[config.mk]
export PLATFORM = sky130hd
export DESIGN_NAME = midpoint_line_rasterizer_flat
export DESIGN_NICKNAME = d
export VERILOG_FILES = /design/src/sv/mlr_pkg.sv /design/src/sv/mlr_req_if.sv /design/src/sv/mlr_rsp_if.sv /design/src/sv/mlr_zone_map.sv /design/src/sv/mlr_walker.sv /design/src/sv/midpoint_line_rasterizer.sv /design/src/flat_wrapper.sv
export SDC_FILE = /design/constraint.sdc
export NUM_CORES = 1
export LEC_CHECK = 0
export ABC_AREA = 0
export BUFFER_PORTS_ARGS = -buffer_cell sky130_fd_sc_hd__buf_2
export CORE_ASPECT_RATIO = 1.2
export CORE_UTILIZATION = 25
export DETAILED_ROUTE_END_ITERATION = 6
export HOLD_SLACK_MARGIN = 0.06
export PLACE_DENSITY = 0.44
export SYNTH_ARGS = -nofsm -noshare
export SYNTH_HDL_FRONTEND = slang
export SYNTH_HIERARCHICAL = 1
export SYNTH_SLANG_ARGS = --single-unit
[constraint.sdc]
create_clock -name clock -period 9 [get_ports clock]
set_input_delay 0 -clock clock [delete_from_list [all_inputs] [get_ports clock]]
set_output_delay 0 -clock clock [all_outputs]
set_load 0.05 [all_outputs]
[src/sv/mlr_pkg.sv]
package mlr_pkg;

   // Default coordinate width of the endpoint and pixel fields.
   localparam int COORD_BITS_DEF = 11;

   // Command codes carried by a request item.
   localparam logic CMD_START = 1'b0;
   localparam logic CMD_NEXT  = 1'b1;

   // Zone codes for the eight symmetric regions of a line.
   localparam logic [2:0] ZONE_0 = 3'd0;
   localparam logic [2:0] ZONE_1 = 3'd1;
   localparam logic [2:0] ZONE_2 = 3'd2;
   localparam logic [2:0] ZONE_3 = 3'd3;
   localparam logic [2:0] ZONE_4 = 3'd4;
   localparam logic [2:0] ZONE_5 = 3'd5;
   localparam logic [2:0] ZONE_6 = 3'd6;
   localparam logic [2:0] ZONE_7 = 3'd7;

endpackage

[src/sv/mlr_req_if.sv]
interface mlr_req_if #(
   parameter int COORD_BITS = mlr_pkg::COORD_BITS_DEF
);
   logic                         valid;
   logic                         ready;
   logic                         command;
   logic signed [COORD_BITS-1:0] start_x;
   logic signed [COORD_BITS-1:0] start_y;
   logic signed [COORD_BITS-1:0] end_x;
   logic signed [COORD_BITS-1:0] end_y;

   modport source (output valid, command, start_x, start_y, end_x, end_y, input ready);
   modport sink (input valid, command, start_x, start_y, end_x, end_y, output ready);
endinterface

[src/sv/mlr_rsp_if.sv]
interface mlr_rsp_if #(
   parameter int COORD_BITS = mlr_pkg::COORD_BITS_DEF
);
   logic                         valid;
   logic                         ready;
   logic                         pixel_valid;
   logic signed [COORD_BITS-1:0] pixel_x;
   logic signed [COORD_BITS-1:0] pixel_y;
   logic [2:0]                   octant_zone;
   logic                         last_pixel;

   modport source (output valid, pixel_valid, pixel_x, pixel_y, octant_zone, last_pixel,
                   input ready);
   modport sink (input valid, pixel_valid, pixel_x, pixel_y, octant_zone, last_pixel,
                 output ready);
endinterface

[src/sv/mlr_zone_map.sv]
module mlr_zone_map #(
   parameter int COORD_BITS = mlr_pkg::COORD_BITS_DEF
) (
   input  logic signed [COORD_BITS-1:0] start_x,
   input  logic signed [COORD_BITS-1:0] start_y,
   input  logic signed [COORD_BITS-1:0] end_x,
   input  logic signed [COORD_BITS-1:0] end_y,
   output logic [2:0]                   zone,
   output logic signed [COORD_BITS:0]   zone_x0,
   output logic signed [COORD_BITS:0]   zone_y0,
   output logic signed [COORD_BITS:0]   zone_x1,
   output logic signed [COORD_BITS+2:0] decision,
   output logic signed [COORD_BITS+2:0] step_east,
   output logic signed [COORD_BITS+2:0] step_diagonal
);
   import mlr_pkg::*;

   localparam int WW = COORD_BITS + 1;
   localparam int DW = COORD_BITS + 3;

   logic signed [WW-1:0] sx, sy, ex, ey;
   logic signed [WW-1:0] dx, dy, adx, ady;
   logic                 wide;
   logic signed [WW-1:0] zy1;
   logic signed [DW-1:0] zdx, zdy;

   // Map one point into zone 0 by swaps and sign changes.
   function automatic void to_zone0(input logic [2:0] z,
                                    input logic signed [WW-1:0] x,
                                    input logic signed [WW-1:0] y,
                                    output logic signed [WW-1:0] zx,
                                    output logic signed [WW-1:0] zy);
      case (z)
         ZONE_0: begin zx = x;  zy = y;  end
         ZONE_1: begin zx = y;  zy = x;  end
         ZONE_2: begin zx = y;  zy = -x; end
         ZONE_3: begin zx = -x; zy = y;  end
         ZONE_4: begin zx = -x; zy = -y; end
         ZONE_5: begin zx = -y; zy = -x; end
         ZONE_6: begin zx = -y; zy = x;  end
         default: begin zx = x; zy = -y; end
      endcase
   endfunction

   // Widen the endpoints so that differences and negations cannot overflow.
   assign sx = WW'(start_x);
   assign sy = WW'(start_y);
   assign ex = WW'(end_x);
   assign ey = WW'(end_y);

   assign dx   = ex - sx;
   assign dy   = ey - sy;
   assign adx  = dx[WW-1] ? -dx : dx;
   assign ady  = dy[WW-1] ? -dy : dy;
   assign wide = adx > ady;

   // Zone choice by the signs of dx and dy; equal magnitudes pick the steep zone.
   always_comb begin
      if (dx > 0 && dy >= 0) begin
         zone = wide ? ZONE_0 : ZONE_1;
      end else if (dx <= 0 && dy > 0) begin
         zone = wide ? ZONE_3 : ZONE_2;
      end else if (dx < 0 && dy <= 0) begin
         zone = wide ? ZONE_4 : ZONE_5;
      end else begin
         zone = wide ? ZONE_7 : ZONE_6;
      end
   end

   always_comb begin
      to_zone0(zone, sx, sy, zone_x0, zone_y0);
      to_zone0(zone, ex, ey, zone_x1, zy1);
   end

   // Initial decision term and the two step increments.
   assign zdx           = DW'(zone_x1) - DW'(zone_x0);
   assign zdy           = DW'(zy1) - DW'(zone_y0);
   assign step_east     = zdy <<< 1;
   assign step_diagonal = (zdy - zdx) <<< 1;
   assign decision      = (zdy <<< 1) - zdx;

endmodule

[src/sv/mlr_walker.sv]
module mlr_walker #(
   parameter int COORD_BITS = mlr_pkg::COORD_BITS_DEF
) (
   input  logic                         clock,
   input  logic                         reset,
   input  logic                         step_go,
   input  logic                         is_start,
   input  logic [2:0]                   setup_zone,
   input  logic signed [COORD_BITS:0]   setup_x0,
   input  logic signed [COORD_BITS:0]   setup_y0,
   input  logic signed [COORD_BITS:0]   setup_x1,
   input  logic signed [COORD_BITS+2:0] setup_decision,
   input  logic signed [COORD_BITS+2:0] setup_east,
   input  logic signed [COORD_BITS+2:0] setup_diagonal,
   output logic                         pixel_valid,
   output logic signed [COORD_BITS-1:0] pixel_x,
   output logic signed [COORD_BITS-1:0] pixel_y,
   output logic [2:0]                   octant_zone,
   output logic                         last_pixel
);
   import mlr_pkg::*;

   localparam int WW = COORD_BITS + 1;
   localparam int DW = COORD_BITS + 3;

   logic                 active_ff, active_in;
   logic signed [WW-1:0] walk_x_ff, walk_x_in;
   logic signed [WW-1:0] walk_y_ff, walk_y_in;
   logic signed [WW-1:0] walk_end_x_ff, walk_end_x_in;
   logic signed [DW-1:0] decision_ff, decision_in;
   logic signed [DW-1:0] step_east_ff, step_east_in;
   logic signed [DW-1:0] step_diagonal_ff, step_diagonal_in;
   logic [2:0]           line_zone_ff, line_zone_in;

   logic                 last;
   logic signed [WW-1:0] map_x, map_y;

   // Map a zone-0 point back to the line's own orientation.
   function automatic void from_zone0(input logic [2:0] z,
                                      input logic signed [WW-1:0] zx,
                                      input logic signed [WW-1:0] zy,
                                      output logic signed [WW-1:0] x,
                                      output logic signed [WW-1:0] y);
      case (z)
         ZONE_0: begin x = zx;  y = zy;  end
         ZONE_1: begin x = zy;  y = zx;  end
         ZONE_2: begin x = -zy; y = zx;  end
         ZONE_3: begin x = -zx; y = zy;  end
         ZONE_4: begin x = -zx; y = -zy; end
         ZONE_5: begin x = -zy; y = -zx; end
         ZONE_6: begin x = zy;  y = -zx; end
         default: begin x = zx; y = -zy; end
      endcase
   endfunction

   // Current point: the setup of a new line, or one midpoint step on the old one.
   always_comb begin
      if (is_start) begin
         walk_x_in        = setup_x0;
         walk_y_in        = setup_y0;
         walk_end_x_in    = setup_x1;
         decision_in      = setup_decision;
         step_east_in     = setup_east;
         step_diagonal_in = setup_diagonal;
         line_zone_in     = setup_zone;
      end else begin
         walk_x_in        = walk_x_ff + WW'(1);
         walk_end_x_in    = walk_end_x_ff;
         step_east_in     = step_east_ff;
         step_diagonal_in = step_diagonal_ff;
         line_zone_in     = line_zone_ff;
         if (decision_ff < 0) begin
            walk_y_in   = walk_y_ff;
            decision_in = decision_ff + step_east_ff;
         end else begin
            walk_y_in   = walk_y_ff + WW'(1);
            decision_in = decision_ff + step_diagonal_ff;
         end
      end
   end

   assign last = walk_x_in >= walk_end_x_in;

   always_comb begin
      from_zone0(line_zone_in, walk_x_in, walk_y_in, map_x, map_y);
   end

   // A next command with no line in progress gives an all-zero result.
   assign pixel_valid = is_start || active_ff;
   assign pixel_x     = pixel_valid ? map_x[COORD_BITS-1:0] : '0;
   assign pixel_y     = pixel_valid ? map_y[COORD_BITS-1:0] : '0;
   assign octant_zone = pixel_valid ? line_zone_in : ZONE_0;
   assign last_pixel  = pixel_valid && last;

   assign active_in = pixel_valid && !last;

   // Line state advances only when a pixel is produced.
   always_ff @(posedge clock) begin
      if (reset) begin
         active_ff        <= 1'b0;
         walk_x_ff        <= '0;
         walk_y_ff        <= '0;
         walk_end_x_ff    <= '0;
         decision_ff      <= '0;
         step_east_ff     <= '0;
         step_diagonal_ff <= '0;
         line_zone_ff     <= ZONE_0;
      end else if (step_go && pixel_valid) begin
         active_ff        <= active_in;
         walk_x_ff        <= walk_x_in;
         walk_y_ff        <= walk_y_in;
         walk_end_x_ff    <= walk_end_x_in;
         decision_ff      <= decision_in;
         step_east_ff     <= step_east_in;
         step_diagonal_ff <= step_diagonal_in;
         line_zone_ff     <= line_zone_in;
      end
   end

endmodule

[src/sv/midpoint_line_rasterizer.sv]
// Channel  Dir  Handshake     Payload
// req      in   valid/ready   command, start_x, start_y, end_x, end_y
// rsp      out  valid/ready   pixel_valid, pixel_x, pixel_y, octant_zone, last_pixel
//
// One item per cycle while results are taken downstream; an accepted item passes through
// the input register, then the line step and zone mapping into the result register.
// Reset is synchronous and clears the valid flags and the line state; no line is active.
// A stalled result holds in the result register; the input register keeps taking an
// item whenever the result register can move on in the same cycle.
module midpoint_line_rasterizer #(
   parameter int COORD_BITS = mlr_pkg::COORD_BITS_DEF
) (
   input logic       clock,
   input logic       reset,
   mlr_req_if.sink   req_chan,
   mlr_rsp_if.source rsp_chan
);
   import mlr_pkg::*;

   localparam int WW = COORD_BITS + 1;
   localparam int DW = COORD_BITS + 3;

   logic                         req_valid_ff, req_valid_in;
   logic                         req_command_ff;
   logic signed [COORD_BITS-1:0] req_start_x_ff, req_start_y_ff;
   logic signed [COORD_BITS-1:0] req_end_x_ff, req_end_y_ff;

   logic                         rsp_valid_ff, rsp_valid_in;
   logic                         rsp_pixel_valid_ff;
   logic signed [COORD_BITS-1:0] rsp_pixel_x_ff, rsp_pixel_y_ff;
   logic [2:0]                   rsp_zone_ff;
   logic                         rsp_last_ff;

   logic                         req_take, advance, fire;

   logic [2:0]                   setup_zone;
   logic signed [WW-1:0]         setup_x0, setup_y0, setup_x1;
   logic signed [DW-1:0]         setup_decision, setup_east, setup_diagonal;

   logic                         pix_valid, pix_last;
   logic signed [COORD_BITS-1:0] pix_x, pix_y;
   logic [2:0]                   pix_zone;

   // Handshake: the result register moves on when empty or taken downstream.
   assign advance        = !rsp_valid_ff || rsp_chan.ready;
   assign fire           = req_valid_ff && advance;
   assign req_chan.ready = !req_valid_ff || fire;
   assign req_take       = req_chan.valid && req_chan.ready;

   assign req_valid_in = req_take || (req_valid_ff && !fire);
   assign rsp_valid_in = advance ? req_valid_ff : rsp_valid_ff;

   always_ff @(posedge clock) begin
      if (reset) begin
         req_valid_ff <= 1'b0;
         rsp_valid_ff <= 1'b0;
      end else begin
         req_valid_ff <= req_valid_in;
         rsp_valid_ff <= rsp_valid_in;
      end
   end

   // Input register.
   always_ff @(posedge clock) begin
      if (req_take) begin
         req_command_ff <= req_chan.command;
         req_start_x_ff <= req_chan.start_x;
         req_start_y_ff <= req_chan.start_y;
         req_end_x_ff   <= req_chan.end_x;
         req_end_y_ff   <= req_chan.end_y;
      end
   end

   mlr_zone_map #(
      .COORD_BITS (COORD_BITS)
   ) u_zone_map (
      .start_x       (req_start_x_ff),
      .start_y       (req_start_y_ff),
      .end_x         (req_end_x_ff),
      .end_y         (req_end_y_ff),
      .zone          (setup_zone),
      .zone_x0       (setup_x0),
      .zone_y0       (setup_y0),
      .zone_x1       (setup_x1),
      .decision      (setup_decision),
      .step_east     (setup_east),
      .step_diagonal (setup_diagonal)
   );

   mlr_walker #(
      .COORD_BITS (COORD_BITS)
   ) u_walker (
      .clock          (clock),
      .reset          (reset),
      .step_go        (fire),
      .is_start       (req_command_ff == CMD_START),
      .setup_zone     (setup_zone),
      .setup_x0       (setup_x0),
      .setup_y0       (setup_y0),
      .setup_x1       (setup_x1),
      .setup_decision (setup_decision),
      .setup_east     (setup_east),
      .setup_diagonal (setup_diagonal),
      .pixel_valid    (pix_valid),
      .pixel_x        (pix_x),
      .pixel_y        (pix_y),
      .octant_zone    (pix_zone),
      .last_pixel     (pix_last)
   );

   // Result register.
   always_ff @(posedge clock) begin
      if (fire) begin
         rsp_pixel_valid_ff <= pix_valid;
         rsp_pixel_x_ff     <= pix_x;
         rsp_pixel_y_ff     <= pix_y;
         rsp_zone_ff        <= pix_zone;
         rsp_last_ff        <= pix_last;
      end
   end

   assign rsp_chan.valid       = rsp_valid_ff;
   assign rsp_chan.pixel_valid = rsp_pixel_valid_ff;
   assign rsp_chan.pixel_x     = rsp_pixel_x_ff;
   assign rsp_chan.pixel_y     = rsp_pixel_y_ff;
   assign rsp_chan.octant_zone = rsp_zone_ff;
   assign rsp_chan.last_pixel  = rsp_last_ff;

endmodule
[src/flat_wrapper.sv]
// flat-port wrapper written by rule: the top's interface ports become plain ports
module midpoint_line_rasterizer_flat import mlr_pkg::*;
#(
   parameter int COORD_BITS = mlr_pkg::COORD_BITS_DEF
)
  (clock, reset, req_chan_valid, req_chan_command, req_chan_start_x, req_chan_start_y, req_chan_end_x, req_chan_end_y, req_chan_ready, rsp_chan_valid, rsp_chan_pixel_valid, rsp_chan_pixel_x, rsp_chan_pixel_y, rsp_chan_octant_zone, rsp_chan_last_pixel, rsp_chan_ready);
  mlr_req_if #(.COORD_BITS(COORD_BITS)) req_chan_i ();
  mlr_rsp_if #(.COORD_BITS(COORD_BITS)) rsp_chan_i ();
  input logic clock;
  input logic reset;
  input wire logic [$bits(req_chan_i.valid)-1:0] req_chan_valid;
  input wire logic [$bits(req_chan_i.command)-1:0] req_chan_command;
  input wire logic [$bits(req_chan_i.start_x)-1:0] req_chan_start_x;
  input wire logic [$bits(req_chan_i.start_y)-1:0] req_chan_start_y;
  input wire logic [$bits(req_chan_i.end_x)-1:0] req_chan_end_x;
  input wire logic [$bits(req_chan_i.end_y)-1:0] req_chan_end_y;
  output wire logic [$bits(req_chan_i.ready)-1:0] req_chan_ready;
  output wire logic [$bits(rsp_chan_i.valid)-1:0] rsp_chan_valid;
  output wire logic [$bits(rsp_chan_i.pixel_valid)-1:0] rsp_chan_pixel_valid;
  output wire logic [$bits(rsp_chan_i.pixel_x)-1:0] rsp_chan_pixel_x;
  output wire logic [$bits(rsp_chan_i.pixel_y)-1:0] rsp_chan_pixel_y;
  output wire logic [$bits(rsp_chan_i.octant_zone)-1:0] rsp_chan_octant_zone;
  output wire logic [$bits(rsp_chan_i.last_pixel)-1:0] rsp_chan_last_pixel;
  input wire logic [$bits(rsp_chan_i.ready)-1:0] rsp_chan_ready;
  assign req_chan_i.valid = req_chan_valid;
  assign req_chan_i.command = req_chan_command;
  assign req_chan_i.start_x = req_chan_start_x;
  assign req_chan_i.start_y = req_chan_start_y;
  assign req_chan_i.end_x = req_chan_end_x;
  assign req_chan_i.end_y = req_chan_end_y;
  assign req_chan_ready = req_chan_i.ready;
  assign rsp_chan_valid = rsp_chan_i.valid;
  assign rsp_chan_pixel_valid = rsp_chan_i.pixel_valid;
  assign rsp_chan_pixel_x = rsp_chan_i.pixel_x;
  assign rsp_chan_pixel_y = rsp_chan_i.pixel_y;
  assign rsp_chan_octant_zone = rsp_chan_i.octant_zone;
  assign rsp_chan_last_pixel = rsp_chan_i.last_pixel;
  assign rsp_chan_i.ready = rsp_chan_ready;
  midpoint_line_rasterizer #(.COORD_BITS(COORD_BITS)) u_core (.clock(clock), .reset(reset), .req_chan(req_chan_i), .rsp_chan(rsp_chan_i));
endmodule
Word-level counts from Yosys, hierarchy flattened
Index checks and enable logic that the tools add are counted.
- input port bits: 49
- register bits after elaboration: 154
- logic and storage cells: 114
- mux-type cells: 22
- magnitude comparators: 9
- reduce and logical (&&, ||, !) cells: 32
- add/subtract/negate cells: 18
- eq/ne operators: 12
- bitwise logic cells: 1
- operators with widths (cell ; count):
    $pmux 12 s3 ; 4
    $mux 12 ; 6
    $pmux 11 s3 ; 2
    $neg 11->12 ; 4
    $add 14x14->14 ; 2
    $mux 14 ; 2
    $sub 12x12->13 ; 2
    $add 12x2->12 const B ; 2
    $gt 12x1->1 const B ; 2
    $le 12x1->1 const B ; 2
    $neg 12->12 ; 2
    $reduce_or 2->1 ; 12
    $sub 11x11->12 ; 2
    $neg 11->11 ; 2
    $eq 3x3->1 const B ; 6
    $lt 14x1->1 const B ; 1
    $sub 14x13->14 ; 1
    $sub 13x13->13 ; 1
    $eq 3x2->1 const B ; 4
    $ge 12x1->1 const B ; 1
    $ge 12x12->1 ; 1
    $gt 12x12->1 ; 1
    $lt 12x1->1 const B ; 1
    $logic_and 1x1->1 ; 9
    other kinds (9) ; 22

Longest topological paths before layout
- depth after elaboration: 15
- depth in mapped cells: 43
- mapped depth without buffers: 42

Modules after synthesis
The synthesis kept the hierarchy.
- modules (own cells, without submodules) (module ; instances ; area each (µm²) ; sequential area each (µm²) ; cells an instance):
    mlr_walker ; 1 ; 6080.8 ; 1621.6 ; 806
    mlr_zone_map ; 1 ; 5904.4 ; 0.0 ; 804
    midpoint_line_rasterizer ; 1 ; 2269.7 ; 2202.1 ; 83

Least setup slack after synthesis
OpenSTA, ideal clock, no wires.
- kind: reg2reg
- start point: reg u_core.req_end_x_ff[1]
- end point: reg u_core.u_walker.step_diagonal_ff[13]
- path slack: 0.777 ns
- buffers on the path: 4
- data arrival time: 8.090 ns
- cell stages (with the launch flop): 38
- period minus slack after synthesis: 8.223 ns
- cells stage by stage: edfxtp_1 ha_1 nor2b_1 o21ai_0 a21oi_1 o211ai_1 a41oi_1 clkbuf_1 buf_1 nor2_1 xnor2_1 ha_1 o21a_1 o21a_1 o21a_1 o21a_1 o21a_1 o211ai_1 [2 not listed] clkbuf_1 mux2i_1 ha_1 o21a_1 o31a_1 nor4_4 o41ai_1 xor2_1 ha_1 nor2_1 a311oi_2 maj3_1 maj3_2 maj3_2 maj3_2 xor2_1 nand2_1 a21oi_1
- cells in the longest elaborated chain, start to end: 13
- elaborated cells on any way between the ends: 38
- classes of those cells: 6 x add/sub; 4 x order compare; 6 x eq/ne; 12 x mux; 10 x reduce/logical
- ends and longest elaborated chain (what ; RTL line ; text):
    from (decl) ; midpoint_line_rasterizer.sv:26 ; logic signed [COORD_BITS-1:0] req_end_x_ff, req_end_y_ff;
    from (signal assigned) ; midpoint_line_rasterizer.sv:69 ; req_end_x_ff <= req_chan.end_x;
    $sub 11x11->12 ; mlr_zone_map.sv:51 ; assign dx = ex - sx;
    $neg 12->12 ; mlr_zone_map.sv:53 ; assign adx = dx[WW-1] ? -dx : dx;
    $mux 12 ; mlr_zone_map.sv:53 ;
    $gt 12x12->1 ; mlr_zone_map.sv:55 ; assign wide = adx > ady;
    $mux 1 (on tied branches) ; n/a ;
    $mux 2 ; mlr_zone_map.sv:63 ; end else if (dx < 0 && dy <= 0) begin
    $mux 3 ; mlr_zone_map.sv:61 ; end else if (dx <= 0 && dy > 0) begin
    $mux 3 ; mlr_zone_map.sv:59 ; if (dx > 0 && dy >= 0) begin
    $eq 3x3->1 (tied with other cells) ; mlr_zone_map.sv:33 ; case (z)
    $reduce_or 2->1 (no source line) ; n/a ;
    $pmux 12 s3 ; mlr_zone_map.sv:33 ;
    $sub 12x12->13 (*) ; mlr_zone_map.sv:77 ; assign zdy = DW'(zy1) - DW'(zone_y0);
    named net u_core.setup_east[8] ; midpoint_line_rasterizer.sv:38 ; logic signed [DW-1:0] setup_decision, setup_east, setup_diagonal;
    $sub 13x13->13 (*) ; mlr_zone_map.sv:79 ; assign step_diagonal = (zdy - zdx) <<< 1;
    named net u_core.setup_diagonal[13] ; midpoint_line_rasterizer.sv:38 ;
    to (signal assigned) ; mlr_walker.sv:115 ; step_diagonal_ff <= step_diagonal_in;
    to (decl) ; mlr_walker.sv:32 ; logic signed [DW-1:0] step_diagonal_ff, step_diagonal_in;
The timed path passes the listed nets; every way through them passes the cells marked *.
A chain may end at the register's enable or synchronous reset.

Worst setup path after layout
- start point: reg u_core.req_start_y_ff[1]
- end point: reg u_core.u_walker.step_diagonal_ff[13]
- cells in the longest elaborated chain, start to end: 13
- elaborated cells on any way between the ends: 38
- classes of those cells: 6 x add/sub; 4 x order compare; 6 x eq/ne; 12 x mux; 10 x reduce/logical
- ends and longest elaborated chain (what ; RTL line ; text):
    from (decl) ; midpoint_line_rasterizer.sv:25 ; logic signed [COORD_BITS-1:0] req_start_x_ff, req_start_y_ff;
    from (signal assigned) ; midpoint_line_rasterizer.sv:68 ; req_start_y_ff <= req_chan.start_y;
    $sub 11x11->12 ; mlr_zone_map.sv:52 ; assign dy = ey - sy;
    $neg 12->12 ; mlr_zone_map.sv:54 ; assign ady = dy[WW-1] ? -dy : dy;
    $mux 12 ; mlr_zone_map.sv:54 ;
    $gt 12x12->1 ; mlr_zone_map.sv:55 ;
    $mux 1 (on tied branches) ; n/a ;
    $mux 2 ; mlr_zone_map.sv:63 ;
    $mux 3 ; mlr_zone_map.sv:61 ;
    $mux 3 ; mlr_zone_map.sv:59 ;
    $eq 3x3->1 (tied with other cells) ; mlr_zone_map.sv:33 ;
    $reduce_or 2->1 (no source line) ; n/a ;
    $pmux 12 s3 ; mlr_zone_map.sv:33 ;
    $sub 12x12->13 (on tied branches) ; mlr_zone_map.sv:77, mlr_zone_map.sv:76 ;
    $sub 13x13->13 (*) ; mlr_zone_map.sv:79 ;
    named net u_core.setup_diagonal[13] ; midpoint_line_rasterizer.sv:38 ;
Marked as above.

==> results.ini <==
[synthesis]
synth_warnings = 6
synth_area_sq_mm = 0.0142
avgSynthCellArea_sq_um = 8.42
synthCells = 1692

[clock_network]
cts_tree = built
clock_latency_ps = 490
clock_path_buffers = 2
clockRootBuffer = clkbuf_16
cts_sinks = 155
htree_levels = 4
path_clk_slew_ps = 80
cts_made_buffers = 17

[routing]
wl_microns = 45000
wl_per_cell_microns = 17.7
vias = 12703
drt_first_pass_iters = 7
vias_per_cell = 5.00
first_iter_violations = 732
detail-route-antenna-nets = 0
drc_errors = 11

[floorplanning]
core_region_area_sq_mm = 0.0561
fp.dieW_microns = 220
die_y_microns = 263
start_util_pct = 25.4
die_area_sq_mm = 0.0579
pin_count = 78
rows = 95

[sta]
finalSetupViolations = 0
skew_ps = 15.0
tightest_slew_ps = 956
report.final.slew_viol_count = 0
min_period_ps = 8490
final.period_utilization_pct = 94.4
final_hold_viol_count = 0
fmax_ghz = 0.118
slew_headroom_pct = 36.3

[flow_run]
drv_cap = 0

[setup_path]
worstPathArrival_ps = 8820
cpMostUsedCell = o21a_1
required_ps = 9320
crit_path_start_kind = register
critPathBufInv = 3
cp_slowest_cell = edfxtp_1
cp_top_family = compound AO/OA/AOI/OAI gates
critPathKind = reg -> reg
cp_max_fo = 29
critPathCaptureType = register
critPathMaxStageDelay_ps = 420

[finish]
final_net_count = 1968
fillers = 6023
fin_util_pct = 29.7
num_antenna_cells = 0
drive_above_1_share_pct = 13.7
syn2layout_area_growth_pct = 17.0

[grt]
track_usage_pct = 15.7
grt_pass1_wl_microns = 69700
grt_pass1_vias = 12401
grt_max_degree = 80
grt_antenna_before_repair = 0
grt.overflow.total = 0

[placement]
gp_congestion = 0.849
io_buffer_count = 77
dp_hpwl_microns = 35100

[hold_path]
hp-class = in -> reg

[outcome]
status = complete, but fails checks
violations = DRC

[worst register-to-register path: cells and delay by family (launching register included)]
family	cells	cell delay [ps]
xor gates and xnor gates	2	410
AOI/OAI and AO/OA	18	3210
DFF	1	420
buffers and inverters	3	470
adders and majority gates	9	2790
and+or+nand+nor	7	1020
[repair_timing]
action | CTS | global route
resized for setup | 0 | 8
setup buffers | 0 | 0
setup endpoints to repair | 0 | 5
hold buffers | 48 | 0
endpoints found under the hold margin | 47 | 0
[sequential cells by signal, indices dropped and copies added, names as in the netlist, 3 cells and up]
| signal | flops |
|---|---|
| u_core/req_end_y_ff | 11 |
| u_core/u_walker/walk_end_x_ff | 12 |
| u_core/rsp_chan.pixel_x | 11 |
| u_core/req_start_x_ff | 11 |
| u_core/u_walker/decision_ff | 14 |
| u_core/rsp_chan.octant_zone | 3 |
| u_core/u_walker/walk_x_ff | 12 |
| u_core/u_walker/line_zone_ff | 3 |
| u_core/req_start_y_ff | 11 |
| u_core/u_walker/step_east_ff | 14 |
| u_core/u_walker/walk_y_ff | 11 |
| u_core/u_walker/step_diagonal_ff | 14 |
| u_core/req_end_x_ff | 11 |
| u_core/rsp_chan.pixel_y | 11 |
[placed cells by master (no fill, tap or decap), types with 6 or more instances in the layout]
master           n
nand2_1        188
nor2_1         175
a21oi_1        118
ha_1           111
xnor2_1         95
dfxtp_1         83
inv_1           82
buf_2           77
edfxtp_1        72
mux2i_1         69
o21ai_0         64
xor2_1          52
dlygate4sd3_1   48
mux2_2          44
a211oi_1        44
nand3_1         42
nor3_1          42
buf_4           29
a21o_1          22
clkbuf_16       20
o21a_1          19
nor2b_1         18
o211ai_1        16
a31oi_1         15
nand2b_1        14
or3_1           14
and3_1          13
a21boi_0        12
o21ai_1         10
nand4_1         10
nor4_1           9
and2_1           8
a22oi_1          7
a221oi_1         7
fa_1             7
or2_2            6
o31ai_1          6
[final timing paths]
path | from | to | slack (ps) | depth (start not counted)
worst max-delay path | u_core/req_start_y_ff[1] | u_core/u_walker/step_diagonal_ff[13] | 510 | 39
worst min-delay path | req_chan_end_y[3] | u_core/req_end_y_ff[3] | 220 | 2
worst min register to register | u_core/u_walker/step_east_ff[10] | u_core/u_walker/step_east_ff[10] | 450 | 2
worst max register to register | u_core/req_start_y_ff[1] | u_core/u_walker/step_diagonal_ff[13] | 510 | 39
[metrics by stage]
step           hold WS, ps  setup WS, ps  instance area (sq um)  std cells  setup TNS (ps)
5_1_grt                191         -21.2                  16700       2541           -23.6
4_1_cts                174           302                  16600       2541               0
3_3_place_gp           176           449                  15500       2461               0
2_1_floorplan         62.4           777                  14200       1693               0
3_5_place_dp           178           381                  15500       2461               0
6_report               215           507                  16700       2541               0
[layout make-up]
class,count,area (sq um),area share [%]
clock buffers,21,514,3.09
clock inverters,11,106,0.638
inverters,84,315,1.89
multi-input cells,1387,9870,59.2
flip-flops and latches,155,3820,23.0
well taps,727,910,5.46
repair buffers,156,1120,6.74
[routing by layer]
metal	GRT usage [%]	wire [microns]	share of wire (%)	up-vias
met5	0	0	0	-
met4	4.31	613	1.4	0
met3	2.74	1280	2.8	30
met2	27.3	22600	50	214
met1	19.6	20500	46	6099
li1	-	-	-	6360
Power is not shown: default switching activity piles up to over one toggle a cycle in this logic, so the estimate is an artifact.
